### src/rtl/rau_pkg.sv
// ----------------------------------------------------------------------------
// Rational arithmetic unit package
// Request and result types, status codes, modes and controller states.
// ----------------------------------------------------------------------------
package rau_pkg;

	typedef enum logic [1:0] {
		MODE_ADD = 2'd0,
		MODE_SUB = 2'd1,
		MODE_MUL = 2'd2,
		MODE_DIV = 2'd3
	} mode_t;

	typedef enum logic [1:0] {
		ST_OK       = 2'd0,
		ST_ZERO_DEN = 2'd1,
		ST_DIV_ZERO = 2'd2,
		ST_OVERFLOW = 2'd3
	} status_t;

	typedef struct packed {
		logic [1:0]         mode;
		logic signed [31:0] left_num;
		logic signed [31:0] left_den;
		logic signed [31:0] right_num;
		logic signed [31:0] right_den;
	} request_t;

	typedef struct packed {
		logic signed [31:0] result_num;
		logic [30:0]        result_den;
		logic [1:0]         status;
	} result_t;

	typedef enum logic [3:0] {
		S_IDLE,
		S_LOAD,
		S_RED_L,
		S_RED_R,
		S_CHECK,
		S_MUL1,
		S_MUL2,
		S_COMBINE,
		S_RED_O,
		S_FINISH,
		S_OUT
	} state_t;

	typedef enum logic [2:0] {
		DP_NONE,
		DP_LOAD,
		DP_MUL1,
		DP_MUL2,
		DP_COMBINE,
		DP_FINISH
	} dp_op_t;

	// Reduction unit selection
	typedef enum logic [1:0] {
		RED_L,
		RED_R,
		RED_O
	} red_sel_t;

	typedef struct packed {
		dp_op_t   op;
		logic     red_start;
		red_sel_t red_sel;
		logic     red_store;
	} dp_cmd_t;

	typedef struct packed {
		logic    red_busy;
		logic    red_done;
		status_t early_status;
	} dp_stat_t;

endpackage

### src/rtl/rau_control.sv
// ----------------------------------------------------------------------------
// Rational arithmetic unit controller
// Sequences loading, operand reduction, products, result reduction and
// the output handshake.
// ----------------------------------------------------------------------------
module rau_control (
	input  logic              clk,
	input  logic              arst_n,
	input  logic              in_valid,
	output logic              in_stall,
	output logic              out_valid,
	input  logic              out_stall,
	input  rau_pkg::dp_stat_t stat,
	output rau_pkg::dp_cmd_t  cmd
);
	import rau_pkg::*;

	state_t state_q, state_d;

	always_ff @(posedge clk or negedge arst_n) begin
		if (!arst_n) state_q <= S_IDLE;
		else         state_q <= state_d;
	end

	always_comb begin
		state_d = state_q;
		case (state_q)
			S_IDLE:    if (in_valid) state_d = S_LOAD;
			S_LOAD:    state_d = (stat.early_status == ST_ZERO_DEN) ? S_FINISH : S_RED_L;
			S_RED_L:   if (stat.red_done) state_d = S_RED_R;
			S_RED_R:   if (stat.red_done) state_d = S_CHECK;
			S_CHECK:   state_d = (stat.early_status != ST_OK) ? S_FINISH : S_MUL1;
			S_MUL1:    state_d = S_MUL2;
			S_MUL2:    state_d = S_COMBINE;
			S_COMBINE: state_d = S_RED_O;
			S_RED_O:   if (stat.red_done) state_d = S_FINISH;
			S_FINISH:  state_d = S_OUT;
			S_OUT:     if (!out_stall) state_d = S_IDLE;
			default:   state_d = S_IDLE;
		endcase
	end

	always_comb begin
		cmd       = '{op: DP_NONE, red_start: 1'b0, red_sel: RED_L, red_store: 1'b0};
		in_stall  = (state_q != S_IDLE);
		out_valid = (state_q == S_OUT);
		case (state_q)
			S_IDLE: if (in_valid) cmd.op = DP_LOAD;
			S_LOAD: begin
				cmd.red_sel   = RED_L;
				cmd.red_start = (stat.early_status != ST_ZERO_DEN);
			end
			S_RED_L: begin
				cmd.red_sel   = RED_L;
				cmd.red_store = 1'b1;
			end
			S_RED_R: begin
				cmd.red_sel   = RED_R;
				cmd.red_store = stat.red_done;
				cmd.red_start = !stat.red_busy && !stat.red_done;
			end
			S_MUL1:    cmd.op = DP_MUL1;
			S_MUL2:    cmd.op = DP_MUL2;
			S_COMBINE: begin
				cmd.op        = DP_COMBINE;
			end
			S_RED_O: begin
				cmd.red_sel   = RED_O;
				cmd.red_store = 1'b1;
				cmd.red_start = !stat.red_busy && !stat.red_done;
			end
			S_FINISH: cmd.op = DP_FINISH;
			default: ;
		endcase
	end

endmodule

### config.mk
export PLATFORM = sky130hd
export DESIGN_NAME = rau_control
export DESIGN_NICKNAME = d
export VERILOG_FILES = /design/src/rtl/rau_pkg.sv /design/src/rtl/rau_control.sv
export SDC_FILE = /design/constraint.sdc
export NUM_CORES = 1
export LEC_CHECK = 0
export ABC_AREA = 1
export BUFFER_PORTS_ARGS = -buffer_cell sky130_fd_sc_hd__buf_2
export CORE_AREA = 2 2 39 41
export DETAILED_ROUTE_END_ITERATION = 6
export DIE_AREA = 0 0 41 43
export GPL_TIMING_DRIVEN = 0
export PLACE_DENSITY = 0.63
export RECOVER_POWER = 25
export REMOVE_ABC_BUFFERS = 1
export SLEW_MARGIN = 10
export SYNTH_ARGS = -nofsm -noshare
export SYNTH_HDL_FRONTEND = slang
export SYNTH_SLANG_ARGS = --single-unit
export TNS_END_PERCENT = 50
### constraint.sdc
create_clock -name clk -period 1.48 [get_ports clk]
set_clock_uncertainty 0.1 [all_clocks]
set_input_delay 0.37 -clock clk [delete_from_list [all_inputs] [get_ports clk]]
set_output_delay 0.37 -clock clk [all_outputs]
set_load 0.03 [all_outputs]
==> results of run 1 <==
==> cells by family after synthesis <==
family                 Yosys count
flip-flops                       4
AND/OR/NAND/NOR                 53
AO/OA/AOI/OAI                    7
buffers and inverters           14
==> synth_stat cells (all sizes together) <==
library cell	number	area (um^2)
a22oi	1	7.51
buf	1	11.3
dfrtp	4	100
inv	13	48.8
nand2	23	86.3
nand3	9	45.0
nor2	16	72.6
nor3	3	15.0
o211ai	1	7.51
o21ai	5	25.0
or2	2	12.5
==> cell type report <==
cell class	count	area, um^2	area share (%)
multi-input cells	60	342	46.9
repair buffers	24	183	25.1
clock buffers	3	22.5	3.09
well taps	16	20.0	2.75
flip-flops and latches	4	105	14.4
inverters	13	56.3	7.73
==> power by group through the flow <==
| stage | sequential (mW) | clock, mW | combinational, mW |
|---|---|---|---|
| final | 0.291 | 0.143 | 1.38 |
| after global routing | 0.299 | 0.149 | 1.49 |
| after CTS | 0.275 | 0.146 | 1.21 |
| after detailed placement | 0.239 | 0 | 0.936 |
| after global placement | 0.240 | 0 | 0.930 |
| after floorplan | 0.228 | 0 | 0.714 |
==> metrics by stage <==
stage / utilization, % / hold WS, ns / cells
global placement: 37.6 / 0.0763 / 109
detailed placement: 37.6 / 0.0762 / 109
CTS: 48.2 / 0.348 / 119
global route: 52.6 / 0.369 / 120
floorplan: - / -0.0256 / 77
finish: 52.6 / 0.341 / 120
==> final timing paths <==
| path | from | to | slack (ns) | cells after the start |
|---|---|---|---|---|
| max | state_q[2] | cmd[0] | -0.38 | 4 |
| min reg2reg | state_q[1] | state_q[1] | 0.62 | 3 |
| max reg2reg | state_q[2] | state_q[1] | 0.05 | 6 |
| max in group asynchronous | arst_n | state_q[0] | 0.70 | 2 |
| min | stat[2] | state_q[0] | 0.34 | 4 |
| min in group asynchronous | arst_n | state_q[2] | 0.38 | 2 |
==> routing by layer <==
layer / global-route usage [%] / vias up
li1: - / 299
met1: 17.2 / 262
met2: 28.7 / 10
met3: 0 / 4
met4: 10.0 / 0
met5: 0 / -
==> worst register-to-register path, cell delays in order, from the launching register on <==
cell and delay [ns]:
dfrtp_2 0.45, nor2_4 0.22, nand2_1 0.15, nand3_1 0.12, nand2_1 0.10, nand3_1 0.11
nand2_1 0.05
==> repair_timing <==
action,4_1_cts,5_1_grt
resized for setup,32,17
setup endpoints to repair,9,10
hold buffers,1,0
endpoints found under the hold margin,4,0
buffers inserted,6,1
pin swaps,5,7
==> flow_summary_export.csv, run 1 <==
group,metric,value,unit
power_and_ir_drop,combPwrFrac,76.1,%
placement,post-place-ws,-0.303,ns
worst_setup_path,path_class,"register to primary output",
synth,netlist_area,432,um^2
power_and_ir_drop,p_sw_share,54.8,%
die,ios,17,
synth,yosysSeqAreaShare,23.2,%
worst_setup_path,cp-start-kind,"register",
clock_network,htreeDepth,1,
worst_setup_path,cp_top_family,"flip-flops",
placement,port_buffers,16,
synth,syn-mean-instance-area,5.53,um^2
global_routing,grt_max_degree,9,
die,rows,14,
synth,yosysWarningCount,0,
global_routing,gr-total-overflow,0,
timing,relSlewSlack,85.0,%
routing,dr_wl_met2,776,um
final_layout,largest_register_ffs,4,
final_layout,layout_commonest_cell,"nand2_1",
timing,report.final.slew_viol_count,0,
die,start_util,31.2,%
flow_run,maxCapViolations,0,
timing,finalSetupTns,-2.48,ns
timing,period_minus_slack,1.86,ns
power_and_ir_drop,leakage,0.386,nW
routing,viasPerCell,4.79,
final_layout,reg.largest.list,"state_q x4",
routing,num_vias,575,
synth,synth-adder-area-share,0,%
power_and_ir_drop,pwr-share-seq,16.0,%
die,die-area,1760,um^2
clock_network,cts_made_buffers,3,
clock_network,path_clk_slew,0.04,ns
final_layout,final_area,728,um^2
routing,routed.top_layer,"met4",
synth,synth_compound_area_share,9.28,%
die,die_h,43,um
final_layout,final_cell_mix,"17 x nand2_1, 11 x nor2_1, 11 x buf_4, 8 x nand3_1",
timing,rsz0062_at_grt,"yes",
synth,netlist_instances,78,
timing,setup_ws,-0.379,ns
placement,gp_congestion,0.811,
final_layout,diodes,0,
placement,dpl_cell_area,520,um^2
die,design.core.area,1380,um^2
routing,drtIter0Drc,9,
global_routing,antenna_found_initial,0,
routing,drc,0,
worst_setup_path,required,1.01,ns
worst_setup_path,crit_slowest_cell,"dfrtp_2",
worst_setup_path,critPathMaxFanout,6,
timing,fin_crit_sh,126,%
placement,dpl.hpwl,910,um
synth,synth_top_family_by_area,"simple AND/OR/NAND/NOR gates",
global_routing,grt_pass1_vias,496,
routing,wire_per_inst,11.2,um
power_and_ir_drop,internal_power,820,uW
worst_setup_path,crit_path_max_incr_delay,0.45,ns
final_layout,drive_gt1_share,51.9,%
timing,hold_viol_final,0,
final_layout,top_register,"state_q",
clock_network,cts_max_path_buffers,2,
power_and_ir_drop,clock_power_share,7.9,%
worst_setup_path,critPathCaptureType,"primary output",
timing,worst_pin_slew,0.225,ns
power_and_ir_drop,irDropWorstVdd,1.11,mV
final_layout,layout.nets,114,
worst_setup_path,path_cells,"nor2_4, nand2_4, o211ai_1, buf_4",
synth,ys_ff_latch,4,
routing,finalWirelength,1340,um
global_routing,grt_first_pass_wirelength,1900,um
synth,synth_xor_xnor_area_share,0,%
routing,first_pass_iters,3,
clock_network,cts.sinks,4,
synth,synth_mux_area_share,0,%
final_layout,area_delta_synth_final,68.7,%
power_and_ir_drop,finalPower,1.81,mW
routing,wl_met3,32,um
global_routing,track_usage,16.1,%
die,die_w,41,um
power_and_ir_drop,power_switching,993,uW
outcome,violations,"negative setup slack",
clock_network,root_buffer,"clkbuf_4",
clock_network,cts_tree,"yes",
final_layout,nFillCells,145,
worst_setup_path,arrival,1.39,ns
worst_setup_path,worst-path-buf-inv,1,
synth,yosysUniqueCellTypes,15,
clock_network,clock_latency,0.25,ns
timing,fmax,538,MHz
synth,synth-simple-area-share,53.6,%
timing,setup_viol,9,
power_and_ir_drop,power_density,2490,nW/um^2
routing,ant_nets,0,
outcome,outcome,"finished, violations left",
routing,met1_length,485,um
min_path,min_path_type,"input pin to register",
Note: power is estimated with default switching activity, not from simulation.
==> run 2, diff against run 1 <==
--- a/config.mk
+++ b/config.mk
@@ -12,7 +12,6 @@
 export DIE_AREA = 0 0 41 43
 export GPL_TIMING_DRIVEN = 0
 export PLACE_DENSITY = 0.63
-export RECOVER_POWER = 25
 export REMOVE_ABC_BUFFERS = 1
 export SLEW_MARGIN = 10
 export SYNTH_ARGS = -nofsm -noshare
==> run 2 against run 1 <==
Against the previous run:
- routed wire length shrank 1.0%
- via count grew 0.35%
- first-iteration DRC count shrank 78%
- highest routed layer unchanged
- total power shrank 0.18%
- global-route usage is the same
- die area is the same
- sequential share of layout area is essentially flat
- worst setup slack gained 0.0043 ns
- the run still ends with negative setup slack left
- critical endpoint unchanged
- non-clock buffer count is the same
==> flow_summary_export.csv, run 2 (synthesized netlist as in run 1, its figures left out) <==
group,metric,value,unit
outcome,outcome,"finished, violations left",
outcome,violations,"negative setup slack",
timing,setup_ws,-0.374,ns
clock_network,path_clk_slew,0.04,ns
clock_network,cts.sinks,4,
worst_setup_path,cp-start-kind,"register",
routing,first_pass_iters,2,
flow_run,maxCapViolations,0,
timing,relSlewSlack,85.0,%
worst_setup_path,path_class,"register to primary output",
timing,period_minus_slack,1.85,ns
die,start_util,31.2,%
power_and_ir_drop,leakage,0.389,nW
worst_setup_path,arrival,1.38,ns
routing,wire_per_inst,11.0,um
final_layout,drive_gt1_share,52.9,%
timing,fmax,539,MHz
clock_network,clock_latency,0.24,ns
die,design.core.area,1380,um^2
final_layout,nFillCells,144,
power_and_ir_drop,clock_power_share,7.7,%
routing,drc,0,
power_and_ir_drop,finalPower,1.81,mW
final_layout,fin_cells,120,
routing,ant_nets,0,
power_and_ir_drop,irDropWorstVdd,1.11,mV
clock_network,htreeDepth,1,
worst_setup_path,startpoint,"state_q[2]",
die,die_w,41,um
final_layout,layout.nets,114,
global_routing,grt_first_pass_wirelength,1900,um
final_layout,top_register,"state_q",
die,rows,14,
placement,gp_congestion,0.811,
timing,fin_crit_sh,125,%
final_layout,diodes,0,
global_routing,grt_pass1_vias,496,
placement,dpl.cell_count,109,
clock_network,cts_max_path_buffers,2,
global_routing,antenna_found_initial,0,
power_and_ir_drop,p_sw_share,54.7,%
power_and_ir_drop,pwr-share-seq,16.1,%
timing,rsz0062_at_grt,"yes",
global_routing,track_usage,16.1,%
die,die-area,1760,um^2
worst_setup_path,critPathCaptureType,"primary output",
timing,report.final.slew_viol_count,0,
final_layout,reg.largest.list,"state_q x4",
clock_network,cts_tree,"yes",
worst_setup_path,critPathMaxFanout,6,
power_and_ir_drop,combPwrFrac,76.2,%
placement,port_buffers,16,
routing,finalWirelength,1330,um
min_path,hold_start,"stat[2]",
timing,worst_pin_slew,0.225,ns
final_layout,largest_register_ffs,4,
global_routing,gr-total-overflow,0,
timing,setup_viol,9,
final_layout,layout_commonest_cell,"nand2_1",
min_path,min_path_type,"input pin to register",
final_layout,final_cell_mix,"17 x nand2_1, 11 x nor2_1, 11 x buf_4, 8 x nand3_1, 7 x buf_2",
power_and_ir_drop,power_density,2480,nW/um^2
placement,dpl.hpwl,910,um
final_layout,area_delta_synth_final,69.0,%
worst_setup_path,worstReg2RegStart,"state_q[2]",
routing,num_vias,577,
clock_network,cts_made_buffers,3,
power_and_ir_drop,internal_power,821,uW
timing,hold_viol_final,0,
routing,drtIter0Drc,2,
clock_network,root_buffer,"clkbuf_4",
routing,viasPerCell,4.81,
global_routing,grt_max_degree,9,
die,die_h,43,um
power_and_ir_drop,power_switching,989,uW
die,ios,17,
worst_setup_path,required,1.01,ns
-- run 2: routing by layer --
layer  vias up  GRT usage (%)  part of all wire, %
li1        300              -                    -
met1       261           17.2                   37
met2        11           28.7                   58
met3         5              0                  2.3
met4         0           10.0                  3.3
met5         -              0                    0
-- run 2: power groups by stage --
stage / clock network, mW / registers, mW / logic, mW
2_1_floorplan: 0 / 0.228 / 0.714
3_5_place_dp: 0 / 0.239 / 0.936
5_1_grt: 0.149 / 0.299 / 1.49
4_1_cts: 0.146 / 0.275 / 1.21
3_3_place_gp: 0 / 0.240 / 0.930
6_report: 0.140 / 0.291 / 1.38
-- run 2: critical path, stage by stage (launching register included) --
cell and delay, ns:
dfrtp_2 0.45, nor2_4 0.22, nand2_4 0.09, o211ai_1 0.18
buf_4 0.19
-- run 2: final timing paths --
kind | to | slack [ns] | cells after the start
min in group asynchronous | state_q[2] | 0.36 | 2
max in group asynchronous | state_q[0] | 0.78 | 2
max reg2reg | state_q[1] | 0.05 | 6
min reg2reg | state_q[1] | 0.62 | 3
max | cmd[0] | -0.37 | 4
min | state_q[3] | 0.34 | 4
-- run 2: layout make-up --
cell class / instances / area [um^2] / area share [%]
clock buffer: 3 / 22.5 / 3.09
inverter: 13 / 56.3 / 7.72
multi-input combinational: 60 / 342 / 46.8
sequential: 4 / 105 / 14.4
tap: 16 / 20.0 / 2.74
timing repair buffer: 24 / 184 / 25.2
-- run 2: what timing repair did --
action / in CTS / in global routing
setup endpoints to repair: 9 / 10
hold buffers: 1 / 0
pin swaps: 5 / 7
gates resized for setup: 32 / 17
gates cloned: 0 / 0
setup buffers: 6 / 1
endpoints found under the hold margin: 4 / 0
-- run 2: per-stage QoR --
step	setup WS (ns)	instance area [um^2]	setup TNS, ns	util, %	hold WS (ns)
3_5_place_dp	-0.303	520	-1.08	37.6	0.0762
5_1_grt	-0.442	729	-2.99	52.7	0.369
6_report	-0.374	729	-2.44	52.7	0.345
2_1_floorplan	-0.584	420	-1.27	-	-0.0256
3_3_place_gp	-0.313	520	-1.07	37.6	0.0763
4_1_cts	-0.338	667	-2.33	48.2	0.348
